`src/hw/rtl/deadline_timer_queue_top_assert.svh`:
```
// assertion macros for the deadline timer queue
`ifndef DEADLINE_TIMER_QUEUE_TOP_ASSERT_SVH
`define DEADLINE_TIMER_QUEUE_TOP_ASSERT_SVH

// condition must never hold out of reset
`define DTQ_ASSERT_NEVER(label, cond, msg) \
  label: assert property (@(posedge clk) disable iff (!rst_n) !(cond)) else $error(msg);

// antecedent implies consequent in the same cycle
`define DTQ_ASSERT_IMPLY(label, ante, cons, msg) \
  label: assert property (@(posedge clk) disable iff (!rst_n) (ante) |-> (cons)) else $error(msg);

`endif

```
`src/hw/rtl/dtq_pkg.sv`:
```
// shared types and constants of the deadline timer queue
package dtq_pkg;
  localparam int Slots = 16;
  localparam int SW = $clog2(Slots);
  localparam int PW = SW + 1;
  localparam logic [PW-1:0] NIL = PW'(Slots);
  localparam int QDEPTH = 2;

  localparam logic [2:0] FUNC_TICK   = 3'd0;
  localparam logic [2:0] FUNC_ALLOC  = 3'd1;
  localparam logic [2:0] FUNC_REARM  = 3'd2;
  localparam logic [2:0] FUNC_CANCEL = 3'd3;
  localparam logic [2:0] FUNC_FREE   = 3'd4;

  localparam logic [2:0] KIND_EXPIRY    = 3'd0;
  localparam logic [2:0] KIND_TICK_DONE = 3'd1;
  localparam logic [2:0] KIND_ARMED     = 3'd2;
  localparam logic [2:0] KIND_NO_FREE   = 3'd3;
  localparam logic [2:0] KIND_CANCELLED = 3'd4;
  localparam logic [2:0] KIND_NOT_ACT   = 3'd5;
  localparam logic [2:0] KIND_FREED     = 3'd6;

  localparam logic [9:0]  MS_LAST   = 10'd999;
  localparam logic [30:0] SEC_LAST  = 31'h7ffffffe;
  localparam logic [31:0] WRAP_LAST = 32'd3999999999;

  typedef enum logic [2:0] {
    OP_TICK, OP_ALLOC, OP_REARM, OP_CANCEL, OP_FREE
  } op_t;

  typedef struct packed {
    op_t         op;
    logic [3:0]  slot;
    logic [31:0] delay;
    logic [31:0] tag;
  } cmd_t;

  typedef struct packed {
    logic valid;
    logic pop;
  } qctl_t;
endpackage

```
`src/hw/rtl/dtq_front.sv`:
```
// command decode and queue in front of the execution engine
module dtq_front (
  input  logic           clk,
  input  logic           rst_n,
  input  logic           start,
  output logic           busy,
  input  logic [2:0]     in_func,
  input  logic [3:0]     in_slot,
  input  logic [31:0]    in_delay,
  input  logic [31:0]    in_tag,
  input  logic           pop,
  output logic           q_valid,
  output dtq_pkg::cmd_t  q_cmd
);
  dtq_pkg::cmd_t q_mem_r [dtq_pkg::QDEPTH];
  logic       wp_r, rp_r;
  logic [1:0] cnt_r;
  logic       known;
  dtq_pkg::op_t op;
  logic       push, do_pop;

  always_comb begin
    known = 1'b1;
    op = dtq_pkg::OP_TICK;
    case (in_func)
      dtq_pkg::FUNC_TICK:   op = dtq_pkg::OP_TICK;
      dtq_pkg::FUNC_ALLOC:  op = dtq_pkg::OP_ALLOC;
      dtq_pkg::FUNC_REARM:  op = dtq_pkg::OP_REARM;
      dtq_pkg::FUNC_CANCEL: op = dtq_pkg::OP_CANCEL;
      dtq_pkg::FUNC_FREE:   op = dtq_pkg::OP_FREE;
      default:              known = 1'b0;
    endcase
  end

  assign busy    = (cnt_r == 2'(dtq_pkg::QDEPTH));
  assign push    = start && !busy && known;
  assign q_valid = (cnt_r != 2'd0);
  assign do_pop  = pop && q_valid;
  assign q_cmd   = q_mem_r[rp_r];

  always_ff @(posedge clk) begin
    if (push) begin
      q_mem_r[wp_r] <= '{op: op, slot: in_slot, delay: in_delay, tag: in_tag};
    end
  end

  always_ff @(posedge clk) begin
    if (!rst_n) begin
      wp_r  <= 1'b0;
      rp_r  <= 1'b0;
      cnt_r <= 2'd0;
    end else begin
      if (push) wp_r <= ~wp_r;
      if (do_pop) rp_r <= ~rp_r;
      cnt_r <= cnt_r + 2'(push) - 2'(do_pop);
    end
  end
endmodule

```
`src/hw/rtl/dtq_back.sv`:
```
// execution engine: sorted timer list, runtime counter and results
module dtq_back (
  input  logic              clk,
  input  logic              rst_n,
  input  logic              q_valid,
  input  dtq_pkg::cmd_t     q_cmd,
  output logic              pop,
  output logic              out_strobe,
  output logic [2:0]        out_kind,
  output logic [3:0]        out_slot_out,
  output logic [31:0]       out_tag_out,
  output logic [9:0]        out_millis,
  output logic [30:0]       out_seconds,
  output logic [31:0]       out_refreshes,
  output logic              out_last
);
  localparam int SW = dtq_pkg::SW;
  localparam int PW = dtq_pkg::PW;

  typedef enum logic [2:0] {
    S_IDLE, S_EXP, S_UNLINK, S_ULWALK, S_FIN, S_ARM, S_ARWALK
  } state_t;

  state_t state_r;
  dtq_pkg::op_t op_r;
  logic [SW-1:0] s_r;
  logic [PW-1:0] p_r, head_r, sn_r;
  logic [31:0] d_r, tick_r, wrap_r;
  logic [9:0]  ms_r;
  logic [30:0] sec_r;
  logic [dtq_pkg::Slots-1:0] alloc_r, active_r;
  logic [31:0]   dl_mem_r   [dtq_pkg::Slots];
  logic [31:0]   tag_mem_r  [dtq_pkg::Slots];
  logic [PW-1:0] succ_mem_r [dtq_pkg::Slots];

  // one read address per store, picked by state
  logic [SW-1:0] dl_addr, tag_addr, succ_addr;
  logic [31:0]   dl_rd, tag_rd;
  logic [PW-1:0] succ_rd;
  logic [SW-1:0] cs;
  logic          in_rng, free_found;
  logic [SW-1:0] free_idx;

  assign cs     = SW'(q_cmd.slot);
  assign in_rng = (32'(q_cmd.slot) < 32'(dtq_pkg::Slots));

  always_comb begin
    free_found = 1'b0;
    free_idx   = '0;
    for (int i = dtq_pkg::Slots - 1; i >= 0; i--) begin
      if (!alloc_r[i]) begin
        free_found = 1'b1;
        free_idx   = SW'(i);
      end
    end
  end

  always_comb begin
    dl_addr   = head_r[SW-1:0];
    tag_addr  = s_r;
    succ_addr = p_r[SW-1:0];
    case (state_r)
      S_EXP: begin
        tag_addr  = head_r[SW-1:0];
        succ_addr = head_r[SW-1:0];
      end
      S_UNLINK: succ_addr = s_r;
      S_ARWALK: dl_addr = succ_rd[SW-1:0];
      default: ;
    endcase
  end

  assign dl_rd   = dl_mem_r[dl_addr];
  assign tag_rd  = tag_mem_r[tag_addr];
  assign succ_rd = succ_mem_r[succ_addr];
  assign pop     = (state_r == S_IDLE) && q_valid;

  always_ff @(posedge clk) begin
    if (!rst_n) begin
      state_r    <= S_IDLE;
      op_r       <= dtq_pkg::OP_TICK;
      head_r     <= dtq_pkg::NIL;
      alloc_r    <= '0;
      active_r   <= '0;
      tick_r     <= '0;
      ms_r       <= '0;
      sec_r      <= '0;
      wrap_r     <= '0;
      out_strobe <= 1'b0;
      out_last   <= 1'b0;
    end else begin
      out_strobe <= 1'b0;
      out_last   <= 1'b0;
      out_millis    <= ms_r;
      out_seconds   <= sec_r;
      out_refreshes <= wrap_r;
      case (state_r)
        S_IDLE: begin
          if (q_valid) begin
            op_r <= q_cmd.op;
            s_r  <= (q_cmd.op == dtq_pkg::OP_ALLOC) ? free_idx : cs;
            d_r  <= q_cmd.delay + tick_r;
            case (q_cmd.op)
              dtq_pkg::OP_TICK: begin
                tick_r <= tick_r + 32'd1;
                if (ms_r == dtq_pkg::MS_LAST) begin
                  ms_r <= '0;
                  if (sec_r == dtq_pkg::SEC_LAST) begin
                    sec_r  <= '0;
                    wrap_r <= (wrap_r == dtq_pkg::WRAP_LAST) ? '0 : wrap_r + 32'd1;
                  end else begin
                    sec_r <= sec_r + 31'd1;
                  end
                end else begin
                  ms_r <= ms_r + 10'd1;
                end
                state_r <= S_EXP;
              end
              dtq_pkg::OP_ALLOC: begin
                if (!free_found) begin
                  out_strobe   <= 1'b1;
                  out_last     <= 1'b1;
                  out_kind     <= dtq_pkg::KIND_NO_FREE;
                  out_slot_out <= '0;
                  out_tag_out  <= '0;
                end else begin
                  alloc_r[free_idx]   <= 1'b1;
                  tag_mem_r[free_idx] <= q_cmd.tag;
                  state_r <= S_ARM;
                end
              end
              dtq_pkg::OP_REARM: begin
                if (!in_rng || !alloc_r[cs]) begin
                  out_strobe   <= 1'b1;
                  out_last     <= 1'b1;
                  out_kind     <= dtq_pkg::KIND_NOT_ACT;
                  out_slot_out <= q_cmd.slot;
                  out_tag_out  <= '0;
                end else begin
                  state_r <= active_r[cs] ? S_UNLINK : S_ARM;
                end
              end
              dtq_pkg::OP_CANCEL: begin
                if (!in_rng || !active_r[cs]) begin
                  out_strobe   <= 1'b1;
                  out_last     <= 1'b1;
                  out_kind     <= dtq_pkg::KIND_NOT_ACT;
                  out_slot_out <= q_cmd.slot;
                  out_tag_out  <= '0;
                end else begin
                  state_r <= S_UNLINK;
                end
              end
              dtq_pkg::OP_FREE: begin
                if (!in_rng) begin
                  out_strobe   <= 1'b1;
                  out_last     <= 1'b1;
                  out_kind     <= dtq_pkg::KIND_NOT_ACT;
                  out_slot_out <= q_cmd.slot;
                  out_tag_out  <= '0;
                end else begin
                  state_r <= active_r[cs] ? S_UNLINK : S_FIN;
                end
              end
              default: ;
            endcase
          end
        end
        S_EXP: begin
          out_strobe   <= 1'b1;
          if (head_r == dtq_pkg::NIL || dl_rd > tick_r) begin
            out_last     <= 1'b1;
            out_kind     <= dtq_pkg::KIND_TICK_DONE;
            out_slot_out <= '0;
            out_tag_out  <= '0;
            state_r      <= S_IDLE;
          end else begin
            out_kind     <= dtq_pkg::KIND_EXPIRY;
            out_slot_out <= 4'(head_r);
            out_tag_out  <= tag_rd;
            active_r[head_r[SW-1:0]] <= 1'b0;
            head_r <= succ_rd;
          end
        end
        S_UNLINK: begin
          sn_r <= succ_rd;
          if (head_r == PW'(s_r)) begin
            head_r  <= succ_rd;
            state_r <= S_FIN;
          end else begin
            p_r     <= head_r;
            state_r <= S_ULWALK;
          end
        end
        S_ULWALK: begin
          if (p_r == dtq_pkg::NIL) begin
            state_r <= S_FIN;
          end else if (succ_rd == PW'(s_r)) begin
            succ_mem_r[p_r[SW-1:0]] <= sn_r;
            state_r <= S_FIN;
          end else begin
            p_r <= succ_rd;
          end
        end
        S_FIN: begin
          if (op_r == dtq_pkg::OP_REARM) begin
            state_r <= S_ARM;
          end else begin
            out_strobe   <= 1'b1;
            out_last     <= 1'b1;
            out_slot_out <= 4'(s_r);
            active_r[s_r] <= 1'b0;
            if (op_r == dtq_pkg::OP_CANCEL) begin
              out_kind    <= dtq_pkg::KIND_CANCELLED;
              out_tag_out <= tag_rd;
            end else begin
              out_kind    <= dtq_pkg::KIND_FREED;
              out_tag_out <= '0;
              alloc_r[s_r] <= 1'b0;
            end
            state_r <= S_IDLE;
          end
        end
        S_ARM: begin
          dl_mem_r[s_r] <= d_r;
          active_r[s_r] <= 1'b1;
          if (head_r == dtq_pkg::NIL || d_r <= dl_rd) begin
            succ_mem_r[s_r] <= head_r;
            head_r       <= PW'(s_r);
            out_strobe   <= 1'b1;
            out_last     <= 1'b1;
            out_kind     <= dtq_pkg::KIND_ARMED;
            out_slot_out <= 4'(s_r);
            out_tag_out  <= tag_rd;
            state_r      <= S_IDLE;
          end else begin
            p_r     <= head_r;
            state_r <= S_ARWALK;
          end
        end
        S_ARWALK: begin
          if (succ_rd == dtq_pkg::NIL || d_r <= dl_rd) begin
            succ_mem_r[p_r[SW-1:0]] <= PW'(s_r);
            succ_mem_r[s_r]         <= succ_rd;
            out_strobe   <= 1'b1;
            out_last     <= 1'b1;
            out_kind     <= dtq_pkg::KIND_ARMED;
            out_slot_out <= 4'(s_r);
            out_tag_out  <= tag_rd;
            state_r      <= S_IDLE;
          end else begin
            p_r <= succ_rd;
          end
        end
        default: state_r <= S_IDLE;
      endcase
    end
  end
endmodule

```
`src/hw/rtl/deadline_timer_queue_top.sv`:
```
// top level of the deadline timer queue
// A pool of 16 timer slots kept as one list sorted by absolute deadline. A command
// transaction is taken when start is high and busy is low; a two-entry command queue
// sits in front of the execution engine, so busy rises only when that queue is full.
// Each result appears for exactly one cycle with out_strobe high and must be taken
// then: there is no way to stall the result side. out_last marks the final result
// of a command. The single list engine walks one link per cycle: a tick walks past
// each expired timer; allocate and re-arm walk the list for the sorted insert;
// cancel and free walk it to unlink the slot, free of an unarmed slot skips that
// walk; re-arm of an armed slot pays both walks; a rejected command is answered
// from the idle state with no walk. Unknown funcs are dropped.
module deadline_timer_queue_top (
  input  logic        clk,
  input  logic        rst_n,
  input  logic        start,
  output logic        busy,
  input  logic [2:0]  in_func,
  input  logic [3:0]  in_slot,
  input  logic [31:0] in_delay,
  input  logic [31:0] in_tag,
  output logic        out_strobe,
  output logic [2:0]  out_kind,
  output logic [3:0]  out_slot_out,
  output logic [31:0] out_tag_out,
  output logic [9:0]  out_millis,
  output logic [30:0] out_seconds,
  output logic [31:0] out_refreshes,
  output logic        out_last
);
  `include "deadline_timer_queue_top_assert.svh"

  // handshake between the command queue and the engine
  dtq_pkg::qctl_t qctl;
  dtq_pkg::cmd_t  q_cmd;

  dtq_front u_front (
    .clk(clk), .rst_n(rst_n), .start(start), .busy(busy),
    .in_func(in_func), .in_slot(in_slot), .in_delay(in_delay), .in_tag(in_tag),
    .pop(qctl.pop), .q_valid(qctl.valid), .q_cmd(q_cmd)
  );

  dtq_back u_back (
    .clk(clk), .rst_n(rst_n), .q_valid(qctl.valid), .q_cmd(q_cmd), .pop(qctl.pop),
    .out_strobe(out_strobe), .out_kind(out_kind), .out_slot_out(out_slot_out),
    .out_tag_out(out_tag_out), .out_millis(out_millis), .out_seconds(out_seconds),
    .out_refreshes(out_refreshes), .out_last(out_last)
  );

  // a command is only taken by the engine when one is queued
  `DTQ_ASSERT_IMPLY(a_pop_valid, qctl.pop, qctl.valid, "pop from empty queue")
  // last only marks a real result
  `DTQ_ASSERT_IMPLY(a_last_strobe, out_last, out_strobe, "last without strobe")
  // result kinds and millis stay in range
  `DTQ_ASSERT_NEVER(a_kind_rng, out_strobe && (out_kind == 3'd7 || out_millis > 10'd999),
    "result field out of range")
endmodule

```
`config.mk`:
```
export PLATFORM = sky130hd
export DESIGN_NAME = deadline_timer_queue_top
export DESIGN_NICKNAME = d
export VERILOG_FILES = /design/src/hw/rtl/dtq_pkg.sv /design/src/hw/rtl/dtq_front.sv /design/src/hw/rtl/dtq_back.sv /design/src/hw/rtl/deadline_timer_queue_top.sv
export VERILOG_INCLUDE_DIRS = /design/src /design/src/hw/rtl
export SDC_FILE = /design/constraint.sdc
export NUM_CORES = 2
export LEC_CHECK = 0
export ABC_AREA = 1
export BUFFER_PORTS_ARGS = -buffer_cell sky130_fd_sc_hd__buf_2
export CAP_MARGIN = 20
export CORE_MARGIN = 10
export CORE_UTILIZATION = 29
export DETAILED_ROUTE_END_ITERATION = 8
export SKIP_CTS_REPAIR_TIMING = 1
export SLEW_MARGIN = 40
export SYNTH_ARGS = -nofsm -noshare
export SYNTH_HDL_FRONTEND = slang
export SYNTH_HIERARCHICAL = 1
export SYNTH_SLANG_ARGS = --single-unit
```
`constraint.sdc`:
```
create_clock -name clk -period 8.6 [get_ports clk]
set_clock_uncertainty 0.2 [all_clocks]
set_input_delay 0.43 -clock clk [delete_from_list [all_inputs] [get_ports clk]]
set_output_delay 0.43 -clock clk [all_outputs]
set_load 0.1 [all_outputs]
```
* Yosys cells after proc, flatten, opt, wreduce, memory -nomap -nowiden *
Memories as Yosys holds them, arrays and structs flattened. A register that Yosys moved wholly into a read port is not among the register bits.
Cells that the tools add are included.

storage, ports and cells
  memories = 4
  bits of input ports = 74
  output and inout bits = 115
  word-level logic and storage cells = 291
  bits in writable memories = 1,246
  flip-flop bits (word level) = 312

operators by class
  equality and inequality tests = 49
  order comparisons = 9
  mux-type cells = 154
  bitwise gates (word level) = 11
  reduce and logical (&&, ||, !) cells = 33
  add/sub/neg operators = 7

memory list
  memory             words  bits a word  read ports  clocked after Yosys merged registers in  wr ports  RTL line         text
  u_back.dl_mem_r    16     32           1           0                                        1         dtq_back.sv:32   logic [31:0] dl_mem_r [dtq_pkg::Slots];
  u_back.tag_mem_r   16     32           1           0                                        1         dtq_back.sv:33   logic [31:0] tag_mem_r [dtq_pkg::Slots];
  u_front.q_mem_r    2      71           1           1                                        1         dtq_front.sv:15  dtq_pkg::cmd_t q_mem_r [dtq_pkg::QDEPTH];
  u_back.succ_mem_r  16     5            1           0                                        2         dtq_back.sv:34   logic [PW-1:0] succ_mem_r [dtq_pkg::Slots];

operator list
  kind                   number
  $mux 32                10
  $pmux 32 s5            1
  $mux 16                7
  $mux 4                 27
  $pmux 32 s3            1
  $add 32x1->32 const B  2
  $mux 3                 20
  $mux 1                 55
  $mux 5                 10
  $and 16x16->16         3
  $pmux 16 s3            1
  $add 32x32->32         1
  $eq 32x32->1 const B   1
  $gt 32x32->1           1
  $le 32x32->1           1
  $not 16->16            2
  $or 16x16->16          2
  $pmux 16 s2            1
  $add 31x1->31 const B  1
  $eq 31x31->1 const B   1
  $mux 31                1
  $pmux 3 s5             2
  $eq 3x2->1 const B     8
  $pmux 3 s7             1
  other kinds (50)       103

* Longest topological paths before layout *
  depth in word-level cells = 25
  gate-level depth with buffers = 41
  mapped depth without buffers = 37

* Cells and area by module *
The synthesis kept the hierarchy.

by module, submodules not included
  module     cells each  instances  seq. area each (µm²)  area each (µm²)
  dtq_back   6,025       1          40,899.2              63,309.5
  dtq_front  263         1          4,364.2               5,748.0

* Worst setup path before layout *
No wires, ideal clock.

  path type = register -> register
  from = register u_back.state_r[0]
  to = memory u_back.tag_mem_r[3][0] (enable)
  required time = 7.939 ns
  arrival = 5.541 ns
  stages on the path, launching flop included = 10
  path slack = 2.398 ns
  clock period less this slack = 6.202 ns
  cells stage by stage = dfxtp_1 -> buf_4 -> nor2_1 -> nand2_1 -> nor2_4 -> inv_1 -> nor2_1 -> nand2_1 -> clkbuf_1 -> nor3_1

between the ends
  longest elaborated chain between the ends = 4

RTL lines
  item                          RTL line         text
  start, declared               dtq_back.sv:24   state_t state_r;
  start signal, assigned        dtq_back.sv:140  state_r <= active_r[cs] ? S_UNLINK : S_ARM;
  start signal, assigned        dtq_back.sv:162  state_r <= active_r[cs] ? S_UNLINK : S_FIN;
  $logic_not 3->1               dtq_back.sv:97   case (state_r)
  $mux 1                        dtq_back.sv:97
  $mux 1                        dtq_back.sv:79   if (!rst_n) begin
  $mux 1 (not written as such)  dtq_back.sv:128  tag_mem_r[free_idx] <= q_cmd.tag;
  end, declared                 dtq_back.sv:33

No other way between the ends.

==> flow_metrics.env <==
export IMPL_synth_edf_count=1404
export IMPL_power_per_cell_area_nw_per_um2=279.8
export IMPL_antenna_left=0
export IMPL_ys_top_cells_by_area="edfxtp_1, nand2_1, dfxtp_1, nand3_1, inv_1"
export IMPL_path_buf_inv=7
export IMPL_clk_latency_ns=0.82
export IMPL_htreeDepth=4
export IMPL_grt_usage_pct=14.39
export IMPL_synth_top_area_share_pct=61.05
export IMPL_yosysUniqueCellTypes=61
export IMPL_synth_seq_area_share_pct=65.54
export IMPL_final_nets=6714
export IMPL_portBuffers=188
export IMPL_start_util_pct=29.09
export IMPL_synth_nets=6467
export IMPL_fp_row_count=179
export IMPL_hold_path_startpoint="rst_n"
export IMPL_wl_um=193200
export IMPL_status="completed"
export IMPL_die_area_um2=258000
export IMPL_crit_path_start_kind="register"
export IMPL_drt_iter0_markers=4487
export IMPL_critPathMostFrequentCell="nand2_1"
export IMPL_wl_per_cell_um=19.64
export IMPL_grt_max_degree=190
export IMPL_synthSimpleGateAreaFrac_pct=16.40
export IMPL_rrSetupSlack_ns=0.84
export IMPL_cp_max_fo=53
export IMPL_worstSetupStartpoint="u_back/state_r[0]"
export IMPL_slowest_stage="dfxtp_1"
export IMPL_whs_ns=0.09626
export IMPL_gr_usage_met3_pct=2.923
export IMPL_synthesis_area_um2=69060
export IMPL_cp_required_ns=8.90
export IMPL_synth_flop_cell="edfxtp_1"
export IMPL_muxShareOfSynthArea_pct=3.336
export IMPL_place_hpwl_um=113900
export IMPL_top_usage_layer="met2"
export IMPL_end_kind="register"
export IMPL_final_min_clock_period_ns=7.761
export IMPL_grt_pass1_vias=45990
export IMPL_ys_seq_elements=1559
export IMPL_tns_ns=0
export IMPL_drc=0
export IMPL_setup_violations=0
export IMPL_clockBufferDepth=3
export IMPL_cts_buffers=159
export IMPL_met1_usage_pct=19.13
export IMPL_ys_async_sr_fraction_pct=0
export IMPL_reg2reg_from="u_back/state_r[0]"
export IMPL_relSlewSlack_pct=40.60
export IMPL_avgSynthCellArea_um2=10.98
export IMPL_synth_top_family_by_area="simple AND/OR/NAND/NOR gates"
export IMPL_fmax_mhz=128.9
export IMPL_synthAdderAreaFrac_pct=1.913
export IMPL_cap_violations=0
export IMPL_rsz0062_at_grt="no"
export IMPL_tightest_slew_ns=0.8910
export IMPL_ys_warnings_count=6
export IMPL_area_delta_synth_final_pct=15.72
export IMPL_synth_cells=6288
export IMPL_synth_xor_area_share_pct=0.6215
export IMPL_clkSinkCount=1559
export IMPL_antenna_found_initial=17
export IMPL_num_vias=47910
export IMPL_fp_dieW_um=508.0
export IMPL_root_buffer="clkbuf_16"
export IMPL_synth_compound_area_share_pct=6.640
export IMPL_boundaryPins=189
export IMPL_hold_path_end="u_back/wrap_r[4]"
export IMPL_finalMaxSlewViolations=0
export IMPL_crit_type="reg -> reg"
export IMPL_clkTransAtPathRegs_ns=0.07
export IMPL_crit_arrival_ns=8.06
export IMPL_hold_violations=0
export IMPL_grtUsageMet2_pct=23.12
export IMPL_coreArea_um2=237400
export IMPL_finalCritPeriodShare_pct=90.24
export IMPL_yosys_area_top_type="edfxtp_1"
export IMPL_drt_first_pass_iters=6
export IMPL_vias_per_cell=4.868
export IMPL_reg2reg_to="u_back/succ_mem_r[1][2]"
export IMPL_grt_pass1_wl_um=288300
export IMPL_crit_family="simple AND/OR/NAND/NOR gates"
export IMPL_hp_class="in -> reg"
export IMPL_cts_tree="done"
export IMPL_max_stage_delay_ns=0.53
export IMPL_grt_overflow=0
export IMPL_utilization_pct=33.66
export IMPL_peakVddDrop_v=0.0002088
export IMPL_r2r_cells=34
export IMPL_die_h_um=508.0
export IMPL_p_leak_nw=30.09
export IMPL_place_congestion=0.9130
export IMPL_hold_path_depth=4
export IMPL_drive_gt1_share_pct=11.19
[cells by family after synthesis]
family,after synthesis
compound gates,794
flops,1559
buf+inv,938
xor+xnor,49
simple gates,2648
fa+ha+maj,105
mux,195
[cell usage after synthesis, types with 3 or more instances]
library cell	count
o31ai_1	3
o211ai_1	74
buf_1	47
nand3b_1	8
o21ai_1	6
nand2_4	11
or2_2	5
a31oi_1	24
nand3_1	618
buf_12	7
edfxtp_1	1404
nor3_1	98
nand3_4	3
nor2_2	4
nand2_2	15
and3_1	3
mux2_4	70
a311oi_1	32
nor3b_1	3
xor2_1	33
nand2_1	1532
a221oi_1	9
o21a_1	23
nor2_1	257
dfxtp_1	155
ha_1	104
a211oi_1	14
o21bai_1	6
mux2i_1	124
a21oi_1	308
inv_2	52
nor4_1	27
o221ai_1	7
a21boi_0	6
buf_6	6
buf_2	80
clkbuf_1	125
inv_1	610
o21ai_0	268
xnor2_1	16
nand4_1	56
buf_4	7
o21ai_4	5
[routing by layer]
metal / vias up / routed length, um
met5: - / 48
met4: 8 / 6828
met3: 365 / 14060
met2: 1775 / 89710
met1: 23410 / 82590
li1: 22340 / -
[cells in the final DEF (no fill, tap or decap), drive strengths merged, types with 33 or more instances in the layout]
master	count
dlygate4sd3	73
ha	104
nand3	622
nor2	262
dfxtp	155
buf	287
clkinv	73
nand2	1558
o211ai	74
inv	674
a21oi	309
mux2	71
nor3	98
nand4	57
xor2	33
edfxtp	1404
mux2i	124
clkbuf	187
o21ai	280
[tightest hold or removal path: cells and delay by family]
family                 cells  cell delay, ns
buffers and inverters      3            0.44
AND/OR/NAND/NOR            1            0.18
[stage by stage]
stage,area (um2),total power [W],std cells,setup slack [ns]
after detailed placement,73800,0.01548,9465,0.8652
final,79910,0.02236,9841,0.8393
after floorplan,69060,0.01361,6288,2.398
after global routing,79900,0.02349,9838,0.3182
after CTS,79070,0.02245,9757,0.8350
after global placement,73750,0.01539,9464,0.9792
[flip-flops by register name (all words and copies together) (netlist names), 4 cells and up, named ones only]
name and cells:
u_back/tag_mem_r 512, u_back/d_r 32, u_back/dl_mem_r 512, u_back/wrap_r 32
u_back/out_slot_out 4, u_back/tick_r 32, u_back/out_tag_out 32, u_back/active_r 16
u_back/sec_r 31, u_back/head_r 5, u_back/s_r 4, u_front/q_mem_r 142
u_back/out_refreshes 32, u_back/alloc_r 16, u_back/succ_mem_r 80, u_back/p_r 5
u_back/out_seconds 31, u_back/ms_r 10, u_back/sn_r 5, u_back/out_millis 10
[final cells by class]
class / instances / area, um2
Fill cell: 23610 / 157500
Sequential cell: 1559 / 45270
Multi-Input combinational cell: 3791 / 20280
Clock buffer: 187 / 4094
Tap cell: 3167 / 3963
Timing Repair Buffer: 360 / 2605
Inverter: 664 / 2512
Clock inverter: 105 / 1172
Antenna cell: 8 / 20.02
[how the worst max path moves through the flow]
| stage | depth (start not counted) | end | slack [ns] |
|---|---|---|---|
| after floorplan | 9 | u_back/tag_mem_r[3][0] | 2.40 |
| after global placement | 34 | u_back/succ_mem_r[13][4] | 0.98 |
| after detailed placement | 33 | u_back/succ_mem_r[1][2] | 0.87 |
| after CTS | 33 | u_back/succ_mem_r[1][2] | 0.84 |
| after global routing | 37 | u_back/succ_mem_r[1][1] | 0.32 |
| final | 34 | u_back/succ_mem_r[1][2] | 0.84 |
[power by group]
group	total (W)	switching, W	internal, W
Combinational	0.00634	0.00449	0.00185
Sequential	0.00908	0.000277	0.00880
Clock	0.00694	0.00305	0.00389
Total	0.0224	0.00782	0.0145
(Power assumes the default switching activity.)
